`src/gdrp_pkg.sv`:
```
// Shared types and constants for the grey depth reducer packer.
package gdrp_pkg;

    localparam int PIXEL_W     = 8;
    localparam int CFG_INDEX_W = 1;
    localparam int CFG_DATA_W  = 8;
    localparam int MODE_W      = 3;
    localparam int SLOT_W      = 3;
    localparam int PPB_W       = 4;
    localparam int SUM_W       = 9;

    localparam logic [CFG_INDEX_W-1:0] REG_PACK_MODE = 1'd0;
    localparam logic [CFG_INDEX_W-1:0] REG_THRESHOLD = 1'd1;

    localparam logic [MODE_W-1:0] MODE_THRESH  = 3'd0;
    localparam logic [MODE_W-1:0] MODE_DITHER1 = 3'd1;
    localparam logic [MODE_W-1:0] MODE_GREY2   = 3'd2;
    localparam logic [MODE_W-1:0] MODE_GREY4   = 3'd3;
    localparam logic [MODE_W-1:0] MODE_DITHER2 = 3'd4;

    localparam logic [PIXEL_W-1:0] THRESHOLD_RESET = 8'd127;
    localparam logic [PIXEL_W-1:0] MONO_BIT        = 8'h80;
    localparam logic [PIXEL_W-1:0] GREY2_MASK      = 8'hC0;
    localparam logic [PIXEL_W-1:0] GREY4_MASK      = 8'hF0;
    localparam logic [SUM_W-1:0]   DITHER2_MASK    = 9'h180;

    localparam logic [PPB_W-1:0] PPB_MONO = 4'd8;
    localparam logic [PPB_W-1:0] PPB_GREY2 = 4'd4;
    localparam logic [PPB_W-1:0] PPB_GREY4 = 4'd2;

    typedef enum logic [2:0] {
        OP_THRESH,
        OP_DITHER1,
        OP_GREY2,
        OP_GREY4,
        OP_DITHER2
    } op_t;

    typedef struct packed {
        op_t               op;
        logic              thr_bit;
        logic [PPB_W-1:0]  per_byte;
        logic [PIXEL_W-1:0] pixel;
        logic              last;
    } item_t;

endpackage

```
`src/gdrp_front.sv`:
```
// Front end: configuration registers and per-pixel classification.
module gdrp_front (
    input  logic                            clk,
    input  logic                            rst_n,
    input  logic                            cfg_write,
    input  logic [gdrp_pkg::CFG_INDEX_W-1:0] cfg_index,
    input  logic [gdrp_pkg::CFG_DATA_W-1:0]  cfg_data,
    input  logic [gdrp_pkg::PIXEL_W-1:0]     pixel,
    input  logic                            last_pixel,
    output gdrp_pkg::item_t                 item
);
    import gdrp_pkg::*;

    logic [MODE_W-1:0]  pack_mode_reg;
    logic [PIXEL_W-1:0] threshold_reg;

    always_ff @(posedge clk or negedge rst_n)
    begin
        if (!rst_n)
        begin
            pack_mode_reg <= MODE_THRESH;
            threshold_reg <= THRESHOLD_RESET;
        end
        else if (cfg_write)
        begin
            unique case (cfg_index)
                REG_PACK_MODE: pack_mode_reg <= cfg_data[MODE_W-1:0];
                REG_THRESHOLD: threshold_reg <= cfg_data[PIXEL_W-1:0];
                default:       ;
            endcase
        end
    end

    always_comb
    begin
        item.pixel   = pixel;
        item.last    = last_pixel;
        item.thr_bit = pixel > threshold_reg;
        unique case (pack_mode_reg)
            MODE_DITHER1:
            begin
                item.op       = OP_DITHER1;
                item.per_byte = PPB_MONO;
            end
            MODE_GREY2:
            begin
                item.op       = OP_GREY2;
                item.per_byte = PPB_GREY2;
            end
            MODE_GREY4:
            begin
                item.op       = OP_GREY4;
                item.per_byte = PPB_GREY4;
            end
            MODE_DITHER2:
            begin
                item.op       = OP_DITHER2;
                item.per_byte = PPB_GREY2;
            end
            default:
            begin
                item.op       = OP_THRESH;
                item.per_byte = PPB_MONO;
            end
        endcase
    end

endmodule

```
`src/gdrp_queue.sv`:
```
// Short queue of classified pixels between the front and back ends.
module gdrp_queue #(
    parameter int DEPTH = 4
) (
    input  logic            clk,
    input  logic            rst_n,
    input  logic            push,
    input  gdrp_pkg::item_t push_item,
    input  logic            pop,
    output gdrp_pkg::item_t head_item,
    output logic            full,
    output logic            empty
);
    import gdrp_pkg::*;

    localparam int PTR_W = (DEPTH > 1) ? $clog2(DEPTH) : 1;
    localparam int CNT_W = $clog2(DEPTH + 1);

    item_t              entry_reg [DEPTH];
    logic [PTR_W-1:0]   wr_ptr_reg, wr_ptr_next;
    logic [PTR_W-1:0]   rd_ptr_reg, rd_ptr_next;
    logic [CNT_W-1:0]   count_reg, count_next;

    assign full      = count_reg == CNT_W'(DEPTH);
    assign empty     = count_reg == '0;
    assign head_item = entry_reg[rd_ptr_reg];

    always_comb
    begin
        wr_ptr_next = wr_ptr_reg;
        rd_ptr_next = rd_ptr_reg;
        count_next  = count_reg;
        if (push)
        begin
            wr_ptr_next = (wr_ptr_reg == PTR_W'(DEPTH - 1)) ? '0 : wr_ptr_reg + 1'b1;
        end
        if (pop)
        begin
            rd_ptr_next = (rd_ptr_reg == PTR_W'(DEPTH - 1)) ? '0 : rd_ptr_reg + 1'b1;
        end
        if (push && !pop)
        begin
            count_next = count_reg + 1'b1;
        end
        else if (pop && !push)
        begin
            count_next = count_reg - 1'b1;
        end
    end

    always_ff @(posedge clk or negedge rst_n)
    begin
        if (!rst_n)
        begin
            wr_ptr_reg <= '0;
            rd_ptr_reg <= '0;
            count_reg  <= '0;
        end
        else
        begin
            wr_ptr_reg <= wr_ptr_next;
            rd_ptr_reg <= rd_ptr_next;
            count_reg  <= count_next;
        end
    end

    always_ff @(posedge clk)
    begin
        if (push)
        begin
            entry_reg[wr_ptr_reg] <= push_item;
        end
    end

endmodule

```
`src/gdrp_back.sv`:
```
// Back end: dither sum, byte accumulation and the output register.
module gdrp_back (
    input  logic                        clk,
    input  logic                        rst_n,
    input  gdrp_pkg::item_t             head_item,
    input  logic                        empty,
    output logic                        pop,
    output logic                        out_valid,
    input  logic                        out_stall,
    output logic [gdrp_pkg::PIXEL_W-1:0] packed_byte,
    output logic                        last_byte
);
    import gdrp_pkg::*;

    logic [PIXEL_W-1:0] acc_reg, acc_next;
    logic [SLOT_W-1:0]  slot_reg, slot_next;
    logic [SUM_W-1:0]   sum_reg, sum_next;
    logic               out_valid_reg, out_valid_next;
    logic [PIXEL_W-1:0] packed_byte_reg, packed_byte_next;
    logic               last_byte_reg, last_byte_next;

    logic [SUM_W-1:0]   sum_add;
    logic [SUM_W-1:0]   sum_new;
    logic [SUM_W-1:0]   grey_bits;
    logic [PIXEL_W-1:0] contrib;
    logic [PIXEL_W-1:0] filled;
    logic [PPB_W-1:0]   slot_p1;
    logic               emit;

    assign pop = !empty && (!out_valid_reg || !out_stall);

    always_comb
    begin
        sum_add   = sum_reg + {1'b0, head_item.pixel};
        sum_new   = sum_reg;
        grey_bits = '0;
        contrib   = '0;
        unique case (head_item.op)
            OP_DITHER1:
            begin
                sum_new = sum_add;
                if (sum_add[SUM_W-1])
                begin
                    sum_new = {1'b0, sum_add[SUM_W-2:0]};
                    contrib = MONO_BIT >> slot_reg;
                end
            end
            OP_GREY2:
            begin
                contrib = (head_item.pixel & GREY2_MASK) >> {slot_reg, 1'b0};
            end
            OP_GREY4:
            begin
                contrib = (head_item.pixel & GREY4_MASK) >> {slot_reg, 2'b00};
            end
            OP_DITHER2:
            begin
                grey_bits = sum_add & DITHER2_MASK;
                sum_new   = sum_add & ~DITHER2_MASK;
                contrib   = PIXEL_W'(grey_bits >> {slot_reg, 1'b1});
            end
            OP_THRESH:
            begin
                contrib = head_item.thr_bit ? (MONO_BIT >> slot_reg) : '0;
            end
            default:
            begin
                contrib = '0;
            end
        endcase
        filled  = acc_reg | contrib;
        slot_p1 = {1'b0, slot_reg} + 1'b1;
        emit    = head_item.last || (slot_p1 >= head_item.per_byte);
    end

    always_comb
    begin
        acc_next         = acc_reg;
        slot_next        = slot_reg;
        sum_next         = sum_reg;
        out_valid_next   = out_valid_reg && out_stall;
        packed_byte_next = packed_byte_reg;
        last_byte_next   = last_byte_reg;
        if (pop)
        begin
            acc_next  = emit ? '0 : filled;
            slot_next = emit ? '0 : slot_p1[SLOT_W-1:0];
            sum_next  = head_item.last ? '0 : sum_new;
            if (emit)
            begin
                out_valid_next   = 1'b1;
                packed_byte_next = filled;
                last_byte_next   = head_item.last;
            end
        end
    end

    always_ff @(posedge clk or negedge rst_n)
    begin
        if (!rst_n)
        begin
            acc_reg       <= '0;
            slot_reg      <= '0;
            sum_reg       <= '0;
            out_valid_reg <= 1'b0;
        end
        else
        begin
            acc_reg       <= acc_next;
            slot_reg      <= slot_next;
            sum_reg       <= sum_next;
            out_valid_reg <= out_valid_next;
        end
    end

    always_ff @(posedge clk)
    begin
        packed_byte_reg <= packed_byte_next;
        last_byte_reg   <= last_byte_next;
    end

    assign out_valid   = out_valid_reg;
    assign packed_byte = packed_byte_reg;
    assign last_byte   = last_byte_reg;

endmodule

```
`src/grey_depth_reducer_packer.sv`:
```
// Grey pixel depth reducer and byte packer, top level.
// Takes one 8-bit grey pixel per clock and packs 1-, 2- or 4-bit reduced
// pixels into bytes, first pixel in the most significant bits. A pixel is
// taken every cycle as long as the output side keeps up; a byte is offered
// from the output register once the pixel completing it has passed through
// the queue. The front end classifies each pixel against the current mode
// and threshold, and a queue of QUEUE_DEPTH entries feeds the back end,
// whose accumulator and dither update sustain one pixel per cycle while the
// output is not stalled. The input stalls only when that queue is full.
// Change pack_mode or threshold only while no transaction is in flight.
module grey_depth_reducer_packer #(
    parameter int QUEUE_DEPTH = 4
) (
    input  logic                             clk,
    input  logic                             rst_n,
    input  logic                             cfg_write,
    input  logic [gdrp_pkg::CFG_INDEX_W-1:0] cfg_index,
    input  logic [gdrp_pkg::CFG_DATA_W-1:0]  cfg_data,
    input  logic                             in_valid,
    output logic                             in_stall,
    input  logic [gdrp_pkg::PIXEL_W-1:0]     pixel,
    input  logic                             last_pixel,
    output logic                             out_valid,
    input  logic                             out_stall,
    output logic [gdrp_pkg::PIXEL_W-1:0]     packed_byte,
    output logic                             last_byte
);
    import gdrp_pkg::*;

    item_t in_item;
    item_t head_item;
    logic  push;
    logic  pop;
    logic  full;
    logic  empty;

    assign in_stall = full;
    assign push     = in_valid && !full;

    gdrp_front u_front (
        .clk        (clk),
        .rst_n      (rst_n),
        .cfg_write  (cfg_write),
        .cfg_index  (cfg_index),
        .cfg_data   (cfg_data),
        .pixel      (pixel),
        .last_pixel (last_pixel),
        .item       (in_item)
    );

    gdrp_queue #(
        .DEPTH (QUEUE_DEPTH)
    ) u_queue (
        .clk       (clk),
        .rst_n     (rst_n),
        .push      (push),
        .push_item (in_item),
        .pop       (pop),
        .head_item (head_item),
        .full      (full),
        .empty     (empty)
    );

    gdrp_back u_back (
        .clk         (clk),
        .rst_n       (rst_n),
        .head_item   (head_item),
        .empty       (empty),
        .pop         (pop),
        .out_valid   (out_valid),
        .out_stall   (out_stall),
        .packed_byte (packed_byte),
        .last_byte   (last_byte)
    );

endmodule

```
`config.mk`:
```
export PLATFORM = sky130hd
export DESIGN_NAME = grey_depth_reducer_packer
export DESIGN_NICKNAME = d
export VERILOG_FILES = /design/src/gdrp_pkg.sv /design/src/gdrp_front.sv /design/src/gdrp_queue.sv /design/src/gdrp_back.sv /design/src/grey_depth_reducer_packer.sv
export SDC_FILE = /design/constraint.sdc
export NUM_CORES = 1
export LEC_CHECK = 0
export BUFFER_PORTS_ARGS = -buffer_cell sky130_fd_sc_hd__clkbuf_2
export CORE_MARGIN = 1
export CORE_UTILIZATION = 61
export CTS_CLUSTER_DIAMETER = 100
export DETAILED_ROUTE_END_ITERATION = 10
export HOLD_SLACK_MARGIN = 0.08
export PLACE_DENSITY = 0.8
export SLEW_MARGIN = 15
export SYNTH_ARGS = -nofsm -noshare
export SYNTH_HDL_FRONTEND = slang
export SYNTH_HIERARCHICAL = 1
export SYNTH_SLANG_ARGS = --single-unit
```
`constraint.sdc`:
```
create_clock -name clk -period 3.84 [get_ports clk]
set_input_delay 0.192 -clock clk [delete_from_list [all_inputs] [get_ports clk]]
set_output_delay 0.192 -clock clk [all_outputs]
set_load 0.02 [all_outputs]
```
==> impl_results.html <==
<table>
<tr><th>Metric</th><th>Value</th></tr>
<tr><th colspan="2">Synth</th></tr>
<tr><td>Number of enable flip-flop cells after synthesis</td><td>between 70 and 80</td></tr>
<tr><td>Cell Area, Synth</td><td>5700 sq um</td></tr>
<tr><td>Post-Syn Area per Cell</td><td>about 14 sq um</td></tr>
<tr><td>Library cell with the largest summed area after synthesis</td><td>sky130_fd_sc_hd__edfxtp_1</td></tr>
<tr><td>Share of the yosys chip area belonging to registers</td><td>0.574</td></tr>
<tr><td>Share of the synthesized area in the top cell type</td><td>0.406</td></tr>
<tr><td>Main synth FF type</td><td>sky130_fd_sc_hd__edfxtp_1</td></tr>
<tr><td>Cell with the most instances after synthesis</td><td>sky130_fd_sc_hd__edfxtp_1</td></tr>
<tr><td>Async SR Flop Fraction</td><td>0.330</td></tr>
<tr><td>Most instantiated cells after synthesis</td><td>sky130_fd_sc_hd__edfxtp_1, sky130_fd_sc_hd__ha_1, sky130_fd_sc_hd__dfrtp_1</td></tr>
<tr><td>Ys Warns</td><td>6</td></tr>
<tr><td>Number of instances in the synthesized netlist</td><td>between 300 and 400</td></tr>
<tr><td>Leading cell types by total area after synthesis</td><td>sky130_fd_sc_hd__edfxtp_1, sky130_fd_sc_hd__dfrtp_1, sky130_fd_sc_hd__ha_1, sky130_fd_sc_hd__mux4_1, sky130_fd_sc_hd__dfstp_2</td></tr>
<tr><td>Number of distinct standard cells referenced by the synthesized netlist</td><td>67</td></tr>
<tr><td>Post-synthesis sequential element count</td><td>between 100 and 150</td></tr>
<tr><td>Synthesized Nets</td><td>456</td></tr>
<tr><th colspan="2">Timing</th></tr>
<tr><td>Portion of the clock cycle consumed by the worst path in the final layout</td><td>0.880</td></tr>
<tr><td>Final number of setup-violating endpoints</td><td>0</td></tr>
<tr><td>Number of max-slew violations in the final report</td><td>0</td></tr>
<tr><td>Worst slew margin relative to its limit</td><td>0.307</td></tr>
<tr><td>Total count of hold-check failures in the final report</td><td>0</td></tr>
<tr><td>Final critical-path setup slack</td><td>between 0.4 and 0.5 ns</td></tr>
<tr><td>Maximum achievable frequency</td><td>296 MHz</td></tr>
<tr><td>Final worst clock skew</td><td>0.00940 ns</td></tr>
<tr><td>RSZ-0062 raised after global routing</td><td>false</td></tr>
<tr><td>Smallest hold slack</td><td>0.171 ns</td></tr>
<tr><td>Total negative slack</td><td>0 ns</td></tr>
<tr><td>Transition time at the pin with the least slew margin</td><td>approximately 1.0 ns</td></tr>
<tr><td>Final min period</td><td>about 3.4 ns</td></tr>
<tr><th colspan="2">Clocking</th></tr>
<tr><td>Worst-Skew Late Latency</td><td>0.52 ns</td></tr>
<tr><td>CTS H-Tree Depth</td><td>4</td></tr>
<tr><td>Maximum root-to-sink buffer count</td><td>2</td></tr>
<tr><td>Num Clock Sinks</td><td>roughly 120</td></tr>
<tr><td>PostCTS Resize Cnt</td><td>0</td></tr>
<tr><td>Clock tree root buffer cell</td><td>sky130_fd_sc_hd__clkbuf_8</td></tr>
<tr><td>Post-CTS Hold Buffers</td><td>21</td></tr>
<tr><td>Post-CTS setup buffer count</td><td>0</td></tr>
<tr><td>CTS tree</td><td>yes</td></tr>
<tr><td>Inserted Clock Buffers</td><td>17</td></tr>
<tr><td>Clock transition at the register clock pins on the worst setup and hold paths after CTS</td><td>approximately 0.06 ns</td></tr>
<tr><th colspan="2">Global route</th></tr>
<tr><td>Overall routing resource usage</td><td>0.261</td></tr>
<tr><td>Pin count of the biggest net entering global routing</td><td>39</td></tr>
<tr><td>Congestion Overflow GR</td><td>0</td></tr>
<tr><td>Vias in the first global route</td><td>around 3700</td></tr>
<tr><td>Global-route wire length before repair</td><td>~19 mm</td></tr>
<tr><td>Antenna violations before repair</td><td>0</td></tr>
<tr><th colspan="2">Power and ir drop</th></tr>
<tr><td>Net switching power</td><td>between 2 and 2.5 mW</td></tr>
<tr><td>LEAKAGE</td><td>2.67 nW</td></tr>
<tr><td>Cell-internal power</td><td>3.44 mW</td></tr>
<tr><td>Switching fraction of total power</td><td>0.381</td></tr>
<tr><td>Fraction of power consumed by combinational cells</td><td>0.398</td></tr>
<tr><td>Clock group share of total power</td><td>0.257</td></tr>
<tr><td>Share of power burned in registers</td><td>0.346</td></tr>
<tr><td>Power Density</td><td>about 840 nW/um^2</td></tr>
<tr><td>Maximum vdd drop</td><td>between 0.0004 and 0.0005 V</td></tr>
<tr><th colspan="2">Floorplanning</th></tr>
<tr><td>Overall die height</td><td>98.7 microns</td></tr>
<tr><td>Number of placement rows</td><td>34</td></tr>
<tr><td>Number of placed I/O pins</td><td>34</td></tr>
<tr><td>Starting Density</td><td>0.641</td></tr>
<tr><td>Area of the core region</td><td>8890 sq um</td></tr>
<tr><td>Area of the die</td><td>~10000 sq um</td></tr>
<tr><td>Overall die width</td><td>98.7 microns</td></tr>
<tr><th colspan="2">Final layout</th></tr>
<tr><td>Antenna fix cells</td><td>0</td></tr>
<tr><td>Fraction of final layout cells with drive strength greater than 1</td><td>0.242</td></tr>
<tr><td>Number of flip-flops in the largest register</td><td>between 60 and 70</td></tr>
<tr><td>Final-stage net count</td><td>about 510</td></tr>
<tr><td>Layout Utilization</td><td>0.742</td></tr>
<tr><td>Layout area overhead</td><td>15.8%</td></tr>
<tr><th colspan="2">Setup path</th></tr>
<tr><td>Critical path data required time</td><td>between 4 and 5 ns</td></tr>
<tr><td>Data arrival at the endpoint of the critical path</td><td>3.63 ns</td></tr>
<tr><td>Type of the worst setup path</td><td>reg2reg</td></tr>
<tr><td>Endpoint kind of the worst setup timing path</td><td>flip-flop</td></tr>
<tr><td>Worst Path Max Fanout</td><td>15</td></tr>
<tr><td>Critical path startpoint category</td><td>flip-flop</td></tr>
<tr><th colspan="2">Placement</th></tr>
<tr><td>Detailed placement HPWL</td><td>around 7.3 mm</td></tr>
<tr><td>Port Buffer Count</td><td>33</td></tr>
<tr><td>Global placer's final weighted congestion</td><td>~0.91</td></tr>
<tr><td>Pre-CTS setup slack</td><td>0.468 ns</td></tr>
<tr><th colspan="2">Detailed routing</th></tr>
<tr><td>Routed wl met2</td><td>between 5 and 6 mm</td></tr>
<tr><td>Post-detailed-routing wire length</td><td>between 10 and 15 mm</td></tr>
<tr><td>DR DRC count</td><td>0</td></tr>
<tr><td>Pre-Repair DR Iteration Count</td><td>4</td></tr>
<tr><td>Sum of routed wire segments on met1</td><td>around 4.8 mm</td></tr>
<tr><td>Routed Antenna Nets</td><td>0</td></tr>
<tr><td>Routed length on met3</td><td>436 microns</td></tr>
<tr><td>Via-to-Cell Ratio</td><td>6.00</td></tr>
<tr><td>Vias</td><td>about 3500</td></tr>
<tr><td>Highest layer used for signal routing</td><td>met4</td></tr>
<tr><td>Number of DRC violations after detailed-routing iteration 0</td><td>between 150 and 200</td></tr>
<tr><td>Final routed wire length divided by cell count</td><td>around 20 microns</td></tr>
<tr><th colspan="2">Hold path</th></tr>
<tr><td>Hold Path Class</td><td>in2reg</td></tr>
<tr><th colspan="2">Flow run</th></tr>
<tr><td>Number of max-cap violations</td><td>0</td></tr>
<tr><th colspan="2">Run status</th></tr>
<tr><td>Result of the run</td><td>completed</td></tr>
</table>
## area by class of cell
type,count,area [sq um]
clock buffers,18,418
repair buffers,57,398
inverters,24,90.1
clock inverters,14,120
flip-flops and latches,115,3270
well taps,108,135
multi-input cells,239,2170
fillers,516,2290
## routing by layer
layer  track usage  up-vias
li1              -     1612
met1         0.311     1711
met2         0.453      100
met3        0.0624       28
met4         0.118        0
met5             0        -
## per-stage QoR
| step | power [mW] | std cells | area [sq um] |
|---|---|---|---|
| floorplan | 3.63 | 399 | 5700 |
| global placement | 4.02 | 522 | 5850 |
| detailed placement | 4.12 | 522 | 5850 |
| CTS | 5.57 | 575 | 6600 |
| global route | 5.89 | 575 | 6600 |
| finish | 5.55 | 575 | 6600 |
## power groups by stage
stage / clock (mW) / combinational, mW / sequential, mW
after global routing: 1.50 / 2.43 / 1.96
final: 1.42 / 2.21 / 1.92
after floorplan: 0 / 1.71 / 1.92
after CTS: 1.44 / 2.21 / 1.92
after global placement: 0 / 2.10 / 1.93
after detailed placement: 0 / 2.18 / 1.94
## cells in the final DEF (no fill, tap or decap), types with 4 or more instances in the layout
master	n
sky130_fd_sc_hd__edfxtp_1	77
sky130_fd_sc_hd__clkbuf_2	33
sky130_fd_sc_hd__ha_1	32
sky130_fd_sc_hd__dfrtp_1	31
sky130_fd_sc_hd__inv_1	24
sky130_fd_sc_hd__nand2_1	24
sky130_fd_sc_hd__dlygate4sd3_1	21
sky130_fd_sc_hd__clkbuf_16	16
sky130_fd_sc_hd__o21ai_0	14
sky130_fd_sc_hd__nor2_1	14
sky130_fd_sc_hd__mux2_2	14
sky130_fd_sc_hd__a21oi_1	11
sky130_fd_sc_hd__nand3_1	10
sky130_fd_sc_hd__mux4_1	9
sky130_fd_sc_hd__and2_1	8
sky130_fd_sc_hd__mux4_2	8
sky130_fd_sc_hd__dfstp_2	7
sky130_fd_sc_hd__inv_6	5
sky130_fd_sc_hd__a211oi_1	5
sky130_fd_sc_hd__nand2b_1	5
sky130_fd_sc_hd__xnor2_1	5
sky130_fd_sc_hd__nor3_1	4
sky130_fd_sc_hd__nor2b_1	4
sky130_fd_sc_hd__a21o_1	4
sky130_fd_sc_hd__o21bai_1	4
sky130_fd_sc_hd__a32oi_1	4
sky130_fd_sc_hd__a21boi_1	4
sky130_fd_sc_hd__xor2_1	4
## worst max-delay path, cell delays in order, from the launching register on
cell	delay [ns]
sky130_fd_sc_hd__dfrtp_1	0.53
sky130_fd_sc_hd__buf_4	0.33
sky130_fd_sc_hd__mux4_2	0.56
sky130_fd_sc_hd__ha_1	0.37
sky130_fd_sc_hd__a211oi_1	0.34
sky130_fd_sc_hd__o21ai_0	0.26
sky130_fd_sc_hd__o21a_2	0.30
sky130_fd_sc_hd__a211oi_1	0.35
sky130_fd_sc_hd__a21oi_1	0.08
## logic make-up after synthesis
family / Yosys count / synth area share
other cells: 1 / 0.000658
flops: 115 / 0.574
simple gates: 88 / 0.0865
xor+xnor: 9 / 0.0138
fa+ha+maj: 34 / 0.0773
compound gates: 75 / 0.0986
mux: 32 / 0.103
buf+inv: 45 / 0.0457
## final timing paths
path	slack [ns]	endpoint	depth (start not counted)	start
setup reg to reg	0.46	u_back/packed_byte[0]	8	u_queue/rd_ptr_reg[0]
min in group asynchronous	0.39	u_back/sum_reg[0]	2	rst_n
max in group asynchronous	2.81	u_queue/rd_ptr_reg[0]	2	rst_n
hold / removal	0.17	u_front/threshold_reg[0]	3	cfg_write
setup / recovery	0.46	u_back/packed_byte[0]	8	u_queue/rd_ptr_reg[0]
hold reg to reg	0.49	u_queue/count_reg[2]	1	u_queue/count_reg[2]
Power figures use the tool's default switching activity.
